<file path="src/hw/rtl/clnw_pkg.sv">
// ----------------------------------------------------------------------------
// clnw_pkg - character LCD number writer package
// Opcodes, control word layout and the sequencer's microcode table.
// ----------------------------------------------------------------------------
package clnw_pkg;

  typedef enum logic [2:0] {
    OP_INIT   = 3'd0,
    OP_CHAR   = 3'd1,
    OP_UDEC   = 3'd2,
    OP_SDEC   = 3'd3,
    OP_HEX    = 3'd4,
    OP_BIN    = 3'd5
  } op_t;

  typedef enum logic [1:0] {
    RAD_DEC = 2'd0,
    RAD_HEX = 2'd1,
    RAD_BIN = 2'd2
  } radix_t;

  typedef enum logic [2:0] {
    SRC_CONST    = 3'd0,
    SRC_ADDR_COL = 3'd1,
    SRC_ADDR_DIG = 3'd2,
    SRC_VALUE    = 3'd3,
    SRC_SIGN     = 3'd4,
    SRC_DIGIT    = 3'd5
  } src_t;

  typedef enum logic [1:0] {
    LAST_NO      = 2'd0,
    LAST_YES     = 2'd1,
    LAST_IF_ZERO = 2'd2,
    LAST_IF_ONE  = 2'd3
  } last_t;

  typedef enum logic [1:0] {
    SEQ_NEXT = 2'd0,
    SEQ_END  = 2'd1,
    SEQ_BRZ  = 2'd2,
    SEQ_LOOP = 2'd3
  } seq_t;

  typedef logic [3:0] pc_t;

  typedef struct packed {
    logic       emit;
    logic       is_data;
    src_t       src;
    logic [7:0] cbyte;
    last_t      last;
    seq_t       seq;
    pc_t        target;
    logic       col_inc;
    logic       dig_calc;
    logic       dig_adv;
  } uword_t;

  localparam pc_t PC_INIT   = 4'd0;
  localparam pc_t PC_CHAR   = 4'd4;
  localparam pc_t PC_HEX    = 4'd6;
  localparam pc_t PC_SIGNED = 4'd10;
  localparam pc_t PC_NUM    = 4'd12;
  localparam pc_t PC_DIGIT  = 4'd13;

  localparam logic [7:0] CMD_FUNC_SET = 8'h38;
  localparam logic [7:0] CMD_DISP_ON  = 8'h0C;
  localparam logic [7:0] CMD_ENTRY    = 8'h06;
  localparam logic [7:0] CMD_CLEAR    = 8'h01;
  localparam logic [7:0] BASE_LINE0   = 8'h80;
  localparam logic [7:0] BASE_LINE1   = 8'hC0;
  localparam logic [7:0] CH_ZERO      = 8'h30;
  localparam logic [7:0] CH_X         = 8'h78;
  localparam logic [7:0] CH_MINUS     = 8'h2D;
  localparam logic [7:0] CH_PLUS      = 8'h2B;
  localparam logic [7:0] CH_ALPHA_OFS = 8'h37;
  localparam logic [15:0] DIV10_MUL   = 16'd52429;
  localparam int          DIV10_SHIFT = 19;

  function automatic uword_t mk(logic emit, logic is_data, src_t src, logic [7:0] cbyte,
                                last_t last, seq_t seq, pc_t target, logic col_inc,
                                logic dig_calc, logic dig_adv);
    uword_t w;
    w.emit     = emit;
    w.is_data  = is_data;
    w.src      = src;
    w.cbyte    = cbyte;
    w.last     = last;
    w.seq      = seq;
    w.target   = target;
    w.col_inc  = col_inc;
    w.dig_calc = dig_calc;
    w.dig_adv  = dig_adv;
    return w;
  endfunction

  function automatic uword_t rom_word(pc_t pc);
    uword_t w;
    unique case (pc)
      4'd0:  w = mk(1'b1, 1'b0, SRC_CONST, CMD_FUNC_SET, LAST_NO, SEQ_NEXT, PC_INIT,
                    1'b0, 1'b0, 1'b0);
      4'd1:  w = mk(1'b1, 1'b0, SRC_CONST, CMD_DISP_ON, LAST_NO, SEQ_NEXT, PC_INIT,
                    1'b0, 1'b0, 1'b0);
      4'd2:  w = mk(1'b1, 1'b0, SRC_CONST, CMD_ENTRY, LAST_NO, SEQ_NEXT, PC_INIT,
                    1'b0, 1'b0, 1'b0);
      4'd3:  w = mk(1'b1, 1'b0, SRC_CONST, CMD_CLEAR, LAST_YES, SEQ_END, PC_INIT,
                    1'b0, 1'b0, 1'b0);
      4'd4:  w = mk(1'b1, 1'b0, SRC_ADDR_COL, 8'h00, LAST_NO, SEQ_NEXT, PC_INIT,
                    1'b0, 1'b0, 1'b0);
      4'd5:  w = mk(1'b1, 1'b1, SRC_VALUE, 8'h00, LAST_YES, SEQ_END, PC_INIT,
                    1'b0, 1'b0, 1'b0);
      4'd6:  w = mk(1'b1, 1'b0, SRC_ADDR_COL, 8'h00, LAST_NO, SEQ_NEXT, PC_INIT,
                    1'b0, 1'b0, 1'b0);
      4'd7:  w = mk(1'b1, 1'b1, SRC_CONST, CH_ZERO, LAST_NO, SEQ_NEXT, PC_INIT,
                    1'b1, 1'b0, 1'b0);
      4'd8:  w = mk(1'b1, 1'b0, SRC_ADDR_COL, 8'h00, LAST_NO, SEQ_NEXT, PC_INIT,
                    1'b0, 1'b0, 1'b0);
      4'd9:  w = mk(1'b1, 1'b1, SRC_CONST, CH_X, LAST_IF_ZERO, SEQ_BRZ, PC_DIGIT,
                    1'b1, 1'b0, 1'b0);
      4'd10: w = mk(1'b1, 1'b0, SRC_ADDR_COL, 8'h00, LAST_NO, SEQ_NEXT, PC_INIT,
                    1'b0, 1'b0, 1'b0);
      4'd11: w = mk(1'b1, 1'b1, SRC_SIGN, 8'h00, LAST_IF_ZERO, SEQ_BRZ, PC_DIGIT,
                    1'b1, 1'b0, 1'b0);
      4'd12: w = mk(1'b0, 1'b0, SRC_CONST, 8'h00, LAST_NO, SEQ_BRZ, PC_DIGIT,
                    1'b0, 1'b0, 1'b0);
      4'd13: w = mk(1'b1, 1'b0, SRC_ADDR_DIG, 8'h00, LAST_NO, SEQ_NEXT, PC_INIT,
                    1'b0, 1'b1, 1'b0);
      4'd14: w = mk(1'b1, 1'b1, SRC_DIGIT, 8'h00, LAST_IF_ONE, SEQ_LOOP, PC_DIGIT,
                    1'b0, 1'b0, 1'b1);
      default: w = mk(1'b0, 1'b0, SRC_CONST, 8'h00, LAST_NO, SEQ_END, PC_INIT,
                      1'b0, 1'b0, 1'b0);
    endcase
    return w;
  endfunction

endpackage

</file>
<file path="src/hw/rtl/char_lcd_number_writer_unit.sv">
// ----------------------------------------------------------------------------
// char_lcd_number_writer_unit - character LCD number writer
// Turns one display request into the LCD bus writes it causes, driven by a
// microcoded sequencer over a small digit datapath.
// ----------------------------------------------------------------------------
//  channel  direction  payload
//  in_*     slave      tuser opcode; tdata line, column, value, digit_count
//  out_*    master     tuser is_data; tdata bus_byte; tlast last
//
//  At most one bus write per cycle from the microcode table while the output
//  is not stalled; digit counts above MAX_DIGITS are clipped, and unused
//  opcodes are accepted without causing any transaction.
//  Reset is synchronous and only clears control state.
//  A stalled output holds the sequencer; a new request is taken once the
//  final write of the previous one sits in the output register.
// ----------------------------------------------------------------------------
module char_lcd_number_writer_unit #(
  parameter int MAX_DIGITS = 16
) (
  input  logic        clk,
  input  logic        rst_n,
  input  logic        in_tvalid,
  output logic        in_tready,
  input  logic [2:0]  in_tuser,   // opcode
  input  logic [31:0] in_tdata,   // line, column[7:0], value[15:0], digit_count[4:0]
  output logic        out_tvalid,
  input  logic        out_tready,
  output logic [0:0]  out_tuser,  // is_data
  output logic [7:0]  out_tdata,  // bus_byte[7:0]
  output logic        out_tlast
);

  localparam int CW = $clog2(MAX_DIGITS + 1);

  logic                  busy_r, busy_nxt;
  clnw_pkg::pc_t         pc_r, pc_nxt;
  logic [CW-1:0]         cnt_r, cnt_nxt;
  logic [7:0]            col_r, col_nxt;
  logic                  line_r, line_nxt;
  logic                  neg_r, neg_nxt;
  clnw_pkg::radix_t      radix_r, radix_nxt;
  logic [15:0]           v_r, v_nxt;
  logic [15:0]           q_r, q_nxt;
  logic [3:0]            dgt_r, dgt_nxt;
  logic                  out_valid_r, out_valid_nxt;
  logic                  out_is_data_r, out_is_data_nxt;
  logic [7:0]            out_byte_r, out_byte_nxt;
  logic                  out_last_r, out_last_nxt;

  clnw_pkg::uword_t      ctl;
  logic                  in_acc;
  logic                  adv;
  logic                  last_now;
  logic [7:0]            base;
  logic [7:0]            byte_now;
  logic [31:0]           prod;
  logic [12:0]           q_dec;
  logic [15:0]           q_dec10;
  logic [15:0]           r_dec;
  logic [2:0]            in_op;
  logic [4:0]            in_dc;
  logic [15:0]           in_val;

  assign ctl       = clnw_pkg::rom_word(pc_r);
  assign in_tready = !busy_r;
  assign in_acc    = in_tvalid && in_tready;
  assign adv       = busy_r && (!ctl.emit || !out_valid_r || out_tready);

  assign in_op  = in_tuser;
  assign in_dc  = in_tdata[29:25];
  assign in_val = in_tdata[24:9];

  assign base    = line_r ? clnw_pkg::BASE_LINE1 : clnw_pkg::BASE_LINE0;
  assign prod    = v_r * clnw_pkg::DIV10_MUL;
  assign q_dec   = prod[31:clnw_pkg::DIV10_SHIFT];
  assign q_dec10 = {q_dec, 3'b000} + {2'b00, q_dec, 1'b0};
  assign r_dec   = v_r - q_dec10;

  always_comb begin
    case (ctl.src)
      clnw_pkg::SRC_CONST:    byte_now = ctl.cbyte;
      clnw_pkg::SRC_ADDR_COL: byte_now = base + col_r;
      clnw_pkg::SRC_ADDR_DIG: byte_now = base + col_r + 8'(cnt_r) - 8'd1;
      clnw_pkg::SRC_VALUE:    byte_now = v_r[7:0];
      clnw_pkg::SRC_SIGN:     byte_now = neg_r ? clnw_pkg::CH_MINUS : clnw_pkg::CH_PLUS;
      clnw_pkg::SRC_DIGIT:    byte_now = (dgt_r < 4'd10) ? clnw_pkg::CH_ZERO + {4'd0, dgt_r}
                                                         : clnw_pkg::CH_ALPHA_OFS + {4'd0, dgt_r};
      default:                byte_now = ctl.cbyte;
    endcase
    case (ctl.last)
      clnw_pkg::LAST_NO:      last_now = 1'b0;
      clnw_pkg::LAST_YES:     last_now = 1'b1;
      clnw_pkg::LAST_IF_ZERO: last_now = (cnt_r == '0);
      clnw_pkg::LAST_IF_ONE:  last_now = (cnt_r == CW'(1));
      default:                last_now = 1'b0;
    endcase
  end

  always_comb begin
    busy_nxt        = busy_r;
    pc_nxt          = pc_r;
    cnt_nxt         = cnt_r;
    col_nxt         = col_r;
    line_nxt        = line_r;
    neg_nxt         = neg_r;
    radix_nxt       = radix_r;
    v_nxt           = v_r;
    q_nxt           = q_r;
    dgt_nxt         = dgt_r;
    out_valid_nxt   = out_valid_r && !out_tready;
    out_is_data_nxt = out_is_data_r;
    out_byte_nxt    = out_byte_r;
    out_last_nxt    = out_last_r;

    if (in_acc) begin
      line_nxt  = in_tdata[0];
      col_nxt   = in_tdata[8:1];
      cnt_nxt   = ({27'd0, in_dc} > MAX_DIGITS) ? CW'(MAX_DIGITS) : CW'(in_dc);
      neg_nxt   = in_val[15];
      v_nxt     = in_val;
      radix_nxt = clnw_pkg::RAD_DEC;
      busy_nxt  = 1'b1;
      unique case (in_op)
        clnw_pkg::OP_INIT: pc_nxt = clnw_pkg::PC_INIT;
        clnw_pkg::OP_CHAR: pc_nxt = clnw_pkg::PC_CHAR;
        clnw_pkg::OP_UDEC: pc_nxt = clnw_pkg::PC_NUM;
        clnw_pkg::OP_SDEC: begin
          pc_nxt = clnw_pkg::PC_SIGNED;
          if (in_val[15]) begin
            v_nxt = ~in_val + 16'd1;
          end
        end
        clnw_pkg::OP_HEX: begin
          pc_nxt    = clnw_pkg::PC_HEX;
          radix_nxt = clnw_pkg::RAD_HEX;
        end
        clnw_pkg::OP_BIN: begin
          pc_nxt    = clnw_pkg::PC_NUM;
          radix_nxt = clnw_pkg::RAD_BIN;
        end
        default: busy_nxt = 1'b0;
      endcase
    end

    if (adv) begin
      if (ctl.emit) begin
        out_valid_nxt   = 1'b1;
        out_is_data_nxt = ctl.is_data;
        out_byte_nxt    = byte_now;
        out_last_nxt    = last_now;
      end
      if (ctl.col_inc) begin
        col_nxt = col_r + 8'd1;
      end
      if (ctl.dig_calc) begin
        case (radix_r)
          clnw_pkg::RAD_HEX: begin
            q_nxt   = {4'd0, v_r[15:4]};
            dgt_nxt = v_r[3:0];
          end
          clnw_pkg::RAD_BIN: begin
            q_nxt   = {1'b0, v_r[15:1]};
            dgt_nxt = {3'd0, v_r[0]};
          end
          default: begin
            q_nxt   = {3'd0, q_dec};
            dgt_nxt = r_dec[3:0];
          end
        endcase
      end
      if (ctl.dig_adv) begin
        v_nxt   = q_r;
        cnt_nxt = cnt_r - CW'(1);
      end
      case (ctl.seq)
        clnw_pkg::SEQ_NEXT: pc_nxt = pc_r + 4'd1;
        clnw_pkg::SEQ_END:  busy_nxt = 1'b0;
        clnw_pkg::SEQ_BRZ: begin
          if (cnt_r == '0) begin
            busy_nxt = 1'b0;
          end else begin
            pc_nxt = ctl.target;
          end
        end
        clnw_pkg::SEQ_LOOP: begin
          if (cnt_r == CW'(1)) begin
            busy_nxt = 1'b0;
          end else begin
            pc_nxt = ctl.target;
          end
        end
        default: busy_nxt = 1'b0;
      endcase
    end
  end

  always_ff @(posedge clk) begin
    if (!rst_n) begin
      busy_r      <= 1'b0;
      out_valid_r <= 1'b0;
    end else begin
      busy_r      <= busy_nxt;
      out_valid_r <= out_valid_nxt;
    end
  end

  always_ff @(posedge clk) begin
    pc_r          <= pc_nxt;
    cnt_r         <= cnt_nxt;
    col_r         <= col_nxt;
    line_r        <= line_nxt;
    neg_r         <= neg_nxt;
    radix_r       <= radix_nxt;
    v_r           <= v_nxt;
    q_r           <= q_nxt;
    dgt_r         <= dgt_nxt;
    out_is_data_r <= out_is_data_nxt;
    out_byte_r    <= out_byte_nxt;
    out_last_r    <= out_last_nxt;
  end

  assign out_tvalid = out_valid_r;
  assign out_tuser  = out_is_data_r;
  assign out_tdata  = out_byte_r;
  assign out_tlast  = out_last_r;

  a_last_ends: assert property (@(posedge clk) disable iff (!rst_n)
    (adv && ctl.emit && last_now) |=> !busy_r)
    else $error("sequencer still busy after final write");

  a_digit_count: assert property (@(posedge clk) disable iff (!rst_n)
    (busy_r && ctl.dig_adv) |-> (cnt_r != '0))
    else $error("digit step with no digits left");

  a_dec_digit: assert property (@(posedge clk) disable iff (!rst_n)
    (busy_r && ctl.src == clnw_pkg::SRC_DIGIT && radix_r == clnw_pkg::RAD_DEC)
      |-> (dgt_r < 4'd10))
    else $error("decimal digit out of range");

  a_no_accept_busy: assert property (@(posedge clk) disable iff (!rst_n)
    (busy_r && adv && ctl.emit && !last_now) |=> busy_r)
    else $error("sequencer ended before final write");

endmodule

</file>
<file path="config.mk">
export PLATFORM = sky130hd
export DESIGN_NAME = char_lcd_number_writer_unit
export DESIGN_NICKNAME = d
export VERILOG_FILES = /design/src/hw/rtl/clnw_pkg.sv /design/src/hw/rtl/char_lcd_number_writer_unit.sv
export SDC_FILE = /design/constraint.sdc
export NUM_CORES = 1
export LEC_CHECK = 0
export BUFFER_PORTS_ARGS = -buffer_cell sky130_fd_sc_hd__buf_2
export CORE_MARGIN = 5
export CORE_UTILIZATION = 59
export CTS_BUF_LIST = sky130_fd_sc_hd__clkbuf_8
export DETAILED_ROUTE_END_ITERATION = 12
export PLACE_DENSITY = 0.8
export SLEW_MARGIN = 20
export SYNTH_ARGS = -nofsm -noshare
export SYNTH_HDL_FRONTEND = slang
export SYNTH_SLANG_ARGS = --single-unit
</file>
<file path="constraint.sdc">
create_clock -name clk -period 6.46 [get_ports clk]
set_input_delay 0.323 -clock clk [delete_from_list [all_inputs] [get_ports clk]]
set_output_delay 0.323 -clock clk [all_outputs]
set_load 0.005 [all_outputs]
</file>
# Word-level counts from Yosys, hierarchy flattened
# Memories as Yosys holds them, arrays and structs flattened. A register that Yosys moved wholly into a read port is not among the register bits.
# Cells that the tools add are included.
[word_totals] input_bits=39 romBits=352 ff_bits=69 mem_count=1
[op_classes] bitwise=1 multipliers=1 muxes=34 n_addsub=11 order_cmp=2 reduce_logical=17 n_eq_ne=19
[mem_list] name="(no name shown)" words=16 word_bits=22 rd=1 rd_ports_with_merged_regs=1 wr=0 line="clnw_pkg.sv:100" text="unique case (pc)"
[op_table] cell="$mux W16" n=5
[op_table] cell="$pmux W8 S5" n=1
[op_table] cell="$mul A16 B16 Y32 const B" n=1
[op_table] cell="$pmux W15 S2" n=1
[op_table] cell="$mux W8" n=3
[op_table] cell="$mux W5" n=4
[op_table] cell="$pmux W4 S5" n=1
[op_table] cell="$add A16 B1 Y16 const B" n=1
[op_table] cell="$mux W4" n=4
[op_table] cell="$not A16 Y16" n=1
[op_table] cell="$add A6 B4 Y7 const A" n=2
[op_table] cell="$mux W7" n=2
[op_table] cell="$eq A3 B2 Y1 const B" n=4
[op_table] cell="$eq A3 B3 Y1 const B" n=4
[op_table] cell="$pmux W4 S3" n=1
[op_table] cell="$eq A2 B2 Y1 const B" n=5
[op_table] cell="$add A8 B1 Y8 const B" n=1
[op_table] cell="$add A8 B5 Y8" n=1
[op_table] cell="$add A8 B8 Y8" n=1
[op_table] cell="$pmux W4 S2" n=1
[op_table] cell="$sub A8 B1 Y8 const B" n=1
[op_table] cell="$mux W1" n=7
[op_table] cell="$eq A2 B1 Y1 const B" n=3
[op_table] cell="$eq A3 B1 Y1 const B" n=2
[op_table] cell="20 further kinds" n=28

# Depth between registers and ports, before layout
# Gate-level depths: netlist of run 1.
[depth] word_depth=7 ltp_mapped=25 depth_no_buf=25

# Worst setup path after synthesis of run 1
# OpenSTA, ideal clock, no wires.
[synth_path] kind="flip-flop to flip-flop" startpoint="register v_r[6]" endpoint="register dgt_r[3], data pin" path_stages_with_launch=23 slack_ns=0.288 t_arrival_ns=5.901 n_path_buf=0 synth_period_minus_slack_ns=6.172 required_time_ns=6.189 cell_sequence="dfxtp_1 -> ha_1 -> inv_1 -> fa_1 -> inv_1 -> fa_1 -> fa_1 -> fa_1 -> inv_1 -> fa_1 -> inv_1 -> ha_1 -> and3_1 -> nand4_1 -> o311a_1 -> xnor2_1 -> ha_1 -> and2_1 -> nor2b_1 -> mux2_4 -> xor2_2 -> mux2i_1 -> mux2i_1"
[synth_between] elab_chain_len=4
[synth_lines] item="start, declared" line="char_lcd_number_writer_unit.sv:42" text="logic [15:0] v_r, v_nxt;"
[synth_lines] item="start signal, assigned" line="char_lcd_number_writer_unit.sv:214" text="v_r <= v_nxt;"
[synth_lines] item="$mul A16 B16 Y32" line="char_lcd_number_writer_unit.sv:74" text="assign prod = v_r * clnw_pkg::DIV10_MUL;"
[synth_lines] item="$add A4 B4 Y4" line="char_lcd_number_writer_unit.sv:76" text="assign q_dec10 = {q_dec, 3'b000} + {2'b00, q_dec, 1'b0};"
[synth_lines] item="$sub A4 B4 Y4" line="char_lcd_number_writer_unit.sv:77" text="assign r_dec = v_r - q_dec10;"
[synth_lines] item="$pmux W4 S2" line="char_lcd_number_writer_unit.sv:156" text="case (radix_r)"
[synth_lines] item="end signal, assigned" line="char_lcd_number_writer_unit.sv:216" text="dgt_r <= dgt_nxt;"
[synth_lines] item="end, declared" line="char_lcd_number_writer_unit.sv:44" text="logic [3:0] dgt_r, dgt_nxt;"
# Every way passes these cells.
# A chain may end at the register's enable or synchronous reset.

# Final worst setup path of run 1
# Ends and elaborated chain as after synthesis.

==> results of run 1 <==
area by class of cell:
class                           count  area [sq um]
Sequential cell                    86          2060
Fill cell                        1304          5470
Clock inverter                      5          50.0
Clock buffer                       11           151
Inverter                          232           871
Timing Repair Buffer               74           435
Multi-Input combinational cell    734          6640
Tap cell                          216           270
flip-flops by register name, indices dropped and copies added, names as in the netlist:
register / cells
neg_r: 1
col_r: 8
q_r: 15
out_tvalid: 1
cnt_r: 5
out_tdata: 8
line_r: 1
busy_r: 1
out_tlast: 1
pc_r: 4
out_tuser: 1
ctl: 18
v_r: 16
dgt_r: 4
radix_r: 2
worst max-delay path: cells and delay by family, from the launching register on:
family	cells	cell delay [ns]
fa+ha+maj	8	3.48
compound gates	4	0.91
mux	3	0.69
flops	1	0.32
buf+inv	3	0.27
xor+xnor	2	0.23
simple gates	2	0.19
cell usage after synthesis (6+ instances only):
master and n:
nand2_1 70, nand2b_1 6, xnor2_1 23, edfxtp_1 33, nor2_1 55, nand3_1 20, fa_1 81, and2_1 8
a21o_1 17, nor3_1 15, or3_1 9, xor2_1 14, a22oi_1 6, clkbuf_1 20, nor2b_1 6, a31oi_1 8
nor4_1 7, a221oi_1 10, and3_1 8, o21ai_0 60, ha_1 160, mux2i_1 9, a21oi_1 66, dfxtp_1 53
inv_1 229
final timing paths:
path	to	slack [ns]	cells after the start
min reg2reg	out_tuser$_DFFE_PP_	0.41	0
max	dgt_r[3]$_DFFE_PP_	0.21	22
max reg2reg	dgt_r[3]$_DFFE_PP_	0.21	22
min	line_r$_DFFE_PP_	0.15	1
metrics by stage:
| step | setup slack, ns | cell area (sq um) | instances |
|---|---|---|---|
| 2_1_floorplan | 0.288 | 9600 | 1077 |
| 4_1_cts | 0.0107 | 10400 | 1356 |
| 5_1_grt | -0.0158 | 10500 | 1358 |
| 6_report | 0.215 | 10500 | 1358 |
| 3_3_place_gp | 0.221 | 10200 | 1340 |
| 3_5_place_dp | 0.0349 | 10200 | 1340 |
per-layer routing:
layer	up-vias	part of all wire (%)	track usage (%)	routed length, um
met2	273	46	41.5	10900
met1	3708	44	36.9	10500
met4	0	2.2	7.15	520
met5	-	0	0	0
met3	43	6.9	4.78	1630
li1	3735	-	-	-
cells by family after synthesis:
family                   after synthesis
AND/OR/NAND/NOR                      211
XOR/XNOR                              38
AO/OA/AOI/OAI                        232
multiplexers                          12
buffers and inverters                257
flip-flops                            86
adder cells (fa/ha/maj)              241
timing repair:
action,CTS,global route
resized for setup,0,17
endpoints found under the hold margin,0,0
buffers inserted,0,2
endpoints found under the setup margin,0,1
==> impl_metrics.toml, run 1 <==
[run_status]
outcome = "complete, no violations"

[cts]
cts_tree = "yes"
htree_levels = 3
cts.sinks = 86
holdBufCountCts = 0
clk_pin_slew_ns = 0.09
numCtsBuffers = 9
cts_root_buffer = "clkbuf_8"
clock_latency_ns = 0.37
clk_path_buf_depth = 2

[critical_path]
crit_type = "register to register"
slowest_stage = "fa_1"
crit_path_max_fanout = 8
regToRegStartpoint = "v_r[6]$_DFF_P_"
path_cells = "buf_4 -> ha_1 -> ha_1 -> fa_1 -> fa_1 -> fa_1 -> inv_1 -> fa_1 -> inv_1 -> ha_1 -> a21o_1 -> a211o_1 -> a21oi_2 -> o311a_1 -> xnor2_2 -> ha_1 -> and2_4 -> nor2b_1 -> mux2_4 -> xor2_2 -> mux2i_1 -> mux2i_1"
critPathRequiredTime_ns = 6.69
critPathArrivalTime_ns = 6.47
crit_path_start = "v_r[6]$_DFF_P_"
worst_setup_path_start_kind = "register"
slowest_delay_ns = 0.55
critPathCaptureType = "register"

[floorplanning]
ioPinCount = 51
die_w_um = 138
initial_core_util_pct = 60.2
die_y_um = 138
dieArea_sq_mm = 0.0189
design.core.area_sq_mm = 0.0159
core.rowCount = 46

[routing]
drt_iter0_markers = 705
wire_per_inst_um = 17.4
drc_errors = 0
vias = 7759
ant_nets = 0
vias_per_cell = 5.71
drt_pass1_iterations = 5
routed_wirelength_um = 23600

[global_routing]
grt-ovfl-total = 0
grt_max_degree = 45
grt_pass1_wl_um = 38500
grt_pass1_vias = 7699
track_usage_pct = 26.2
antenna_found_initial = 0

[yosys]
ys_top_cells_by_area = "ha_1 (21%), fa_1 (17%), dfxtp_1 (11%), edfxtp_1 (10%), inv_1 (9.0%)"
ys.flop_type = "dfxtp_1"
yosys_warnings = 0
ys_async_sr_fraction_pct = 0
synth_fa_ha_area_share_pct = 37.7
synth-edff-count = 33
yosys.area_share.simple_pct = 10.1
yosys.area.top_type_share_pct = 20.9
yosysTopAreaCell = "ha_1"
synth_xor_area_share_pct = 3.54
ys_ff_latch = 86
synth_top_family_by_area = "adder cells"
synth_fp_nets = 1357
syn_area_per_cell_sq_um = 8.91
synth_cells = 1077
seq_area_frac_synth_pct = 21.4
muxShareOfSynthArea_pct = 1.33
synthesis.area_sq_mm = 0.00960
synthDistinctLibCells = 70
synth_compound_area_share_pct = 15.8

[finish]
layout_common_cells = "inv_1 (231), ha_1 (157), fa_1 (81)"
fin_nets = 1417
layout_commonest_cell = "inv_1"
utilization_pct = 65.7
n_antenna_cell = 0
synthToLayoutAreaGrowth_pct = 9.12
drive_above_1_share_pct = 10.8

[sta]
drv_slew = 0
slew_headroom_pct = 27.5
worst_pin_slew_ns = 1.09
tns_ns = 0
setup-violations-final = 0
final-hold-violation-count = 0
timing.final.crit_share_pct = 96.7
period_minus_slack_ns = 6.25
fmax_ghz = 0.160
hold_slack_ns = 0.151
finClkSkew_ns = 0.0115

[min_path]
min_from = "in_tdata[0]"
min_path_type = "primary input to register"

[place]
io_buffers = 48
post-dp-hpwl_um = 19600
gp_congestion = 0.966

[job]
cap_violations = 0
Power of run 1 is left out: the tool's default activity adds up to more than one toggle a clock period on the data nets, which glitch-free logic cannot reach.
==> run 2: changes to the inputs <==
Settings changed: REMOVE_ABC_BUFFERS set to 1.
==> run 2 against run 1 <==
Cell area is 1.0% higher. Non-clock buffer count rose by 4. Worst hold slack got worse by 0.025 ns. Die area is the same. Highest routed layer unchanged. Fmax fell by 0.76%. Setup slack worse by 0.048 ns. Largest cell class unchanged. Critical path depth unchanged. First-iteration DRC count shrank 3.4%. Final cell count rose by 0.29%. Via count fell by 1.1%. Sequential share of layout area decreased by 0.10 points.
==> impl_metrics.toml, run 2 (same netlist as run 1, synthesis figures left out) <==
[run_status]
outcome = "complete, no violations"

[critical_path]
crit_path_max_fanout = 6
r2r-end = "dgt_r[3]$_DFFE_PP_"
worst_setup_path_start_kind = "register"
critPathRequiredTime_ns = 6.68
slowest_delay_ns = 0.54
regToRegStartpoint = "v_r[1]$_DFF_P_"
critPathArrivalTime_ns = 6.52
cp_common_cell = "fa_1"
rr_worst_depth = 22
critPathCaptureType = "register"
rrSetupSlack_ns = 0.17
crit_type = "register to register"
slowest_stage = "fa_1"
path_cells = "ha_1 -> xor2_2 -> ha_4 -> fa_1 -> fa_1 -> fa_1 -> inv_1 -> fa_1 -> inv_1 -> ha_1 -> a21o_1 -> a211o_1 -> a21oi_2 -> o311a_1 -> xnor2_2 -> ha_1 -> and2_4 -> nor2b_1 -> mux2_4 -> xor2_2 -> mux2i_1 -> mux2i_1"

[cts]
clock_latency_ns = 0.37
holdBufCountCts = 0
htree_levels = 3
cts_root_buffer = "clkbuf_8"
clk_pin_slew_ns = 0.09
clk_path_buf_depth = 2
numCtsBuffers = 9
cts_tree = "yes"
cts.sinks = 86

[min_path]
min_to = "line_r$_DFFE_PP_"
min_from = "in_tdata[0]"
whs_path_depth = 1
min_path_type = "primary input to register"

[sta]
timing.final.crit_share_pct = 97.4
final-hold-violation-count = 0
setup-violations-final = 0
slew_headroom_pct = 26.2
period_minus_slack_ns = 6.29
finClkSkew_ns = 0.0109
fmax_ghz = 0.159
hold_slack_ns = 0.126
worst_pin_slew_ns = 1.10
drv_slew = 0

[finish]
fin_nets = 1421
largest_register_ffs = 18
nFillCells = 1287
finish.instance_area_sq_mm = 0.0106
multi_input_area_sq_mm = 0.00666
layout_common_cells = "inv_1 (228), ha_1 (154), fa_1 (80)"
layout_commonest_cell = "inv_1"
synthToLayoutAreaGrowth_pct = 10.2
n_antenna_cell = 0
drive_above_1_share_pct = 12.0
regArea_sq_mm = 0.00207

[routing]
vias_per_cell = 5.63
drc_errors = 0
routed_wirelength_um = 23100
wire_per_inst_um = 17.0
drt_iter0_markers = 681
drt_pass1_iterations = 5
vias = 7674
ant_nets = 0

[floorplanning]
ioPinCount = 51
dieArea_sq_mm = 0.0189
core.rowCount = 46
die_y_um = 138
design.core.area_sq_mm = 0.0159
die_w_um = 138
initial_core_util_pct = 60.2

[global_routing]
antenna_found_initial = 0
grt-ovfl-total = 0
grt_max_degree = 45
grt_pass1_vias = 7366
track_usage_pct = 25.5
grt_pass1_wl_um = 37300

[place]
post-dp-hpwl_um = 19000
gp_congestion = 0.962
io_buffers = 48
dpl_cell_area_sq_mm = 0.0102

[job]
cap_violations = 0
## run 2: final cells by class
cell class | count | area share [%]
Clock buffer | 9 | 1.17
Tap cell | 216 | 2.55
Timing Repair Buffer | 78 | 4.40
Inverter | 232 | 8.23
Clock inverter | 7 | 1.15
Sequential cell | 86 | 19.6
Multi-Input combinational cell | 734 | 62.9
## run 2: stage by stage
stage / util, % / setup TNS (ns) / setup slack, ns / cells
after CTS: 65.7 / 0 / 0.0155 / 1360
after global routing: 66.4 / -0.0365 / -0.0365 / 1362
after floorplan: - / 0 / 0.288 / 1052
after global placement: 64.1 / 0 / 0.158 / 1344
after detailed placement: 64.1 / 0 / 0.0579 / 1344
final: 66.4 / 0 / 0.167 / 1362
## run 2: worst max path at each step
stage                              start                  to  slack (ns)  cells past startpoint
final                     v_r[1]$_DFF_P_  dgt_r[3]$_DFFE_PP_        0.17                     22
after CTS                 v_r[7]$_DFF_P_  dgt_r[3]$_DFFE_PP_        0.02                     22
after global placement    v_r[7]$_DFF_P_  dgt_r[3]$_DFFE_PP_        0.16                     22
after global routing      v_r[1]$_DFF_P_  dgt_r[3]$_DFFE_PP_       -0.04                     22
after detailed placement  v_r[7]$_DFF_P_  dgt_r[3]$_DFFE_PP_        0.06                     22
after floorplan           v_r[6]$_DFF_P_  dgt_r[3]$_DFFE_PP_        0.29                     22
## run 2: metal layers
metal / vias up / GRT usage, % / part of all wire, %
met4: 0 / 4.71 / 1.5
li1: 3741 / - / -
met1: 3636 / 36.1 / 45
met5: - / 0 / 0
met2: 264 / 41.4 / 47
met3: 33 / 4.67 / 6.6
## run 2: repair_timing
| action | in CTS | in global routing |
|---|---|---|
| resized for setup | 0 | 24 |
| setup buffers | 0 | 2 |
| endpoints found under the setup margin | 0 | 1 |
## run 2: worst max-delay path, delay by kind of cell, from the launching register on
kind | cells | cell delay, ns
AO/OA/AOI/OAI | 4 | 0.97
XOR/XNOR | 3 | 0.43
adder cells (fa/ha/maj) | 8 | 3.33
buffers and inverters | 2 | 0.09
flip-flops | 1 | 0.38
multiplexers | 3 | 0.74
AND/OR/NAND/NOR | 2 | 0.19
Power of run 2 is left out for the same reason.
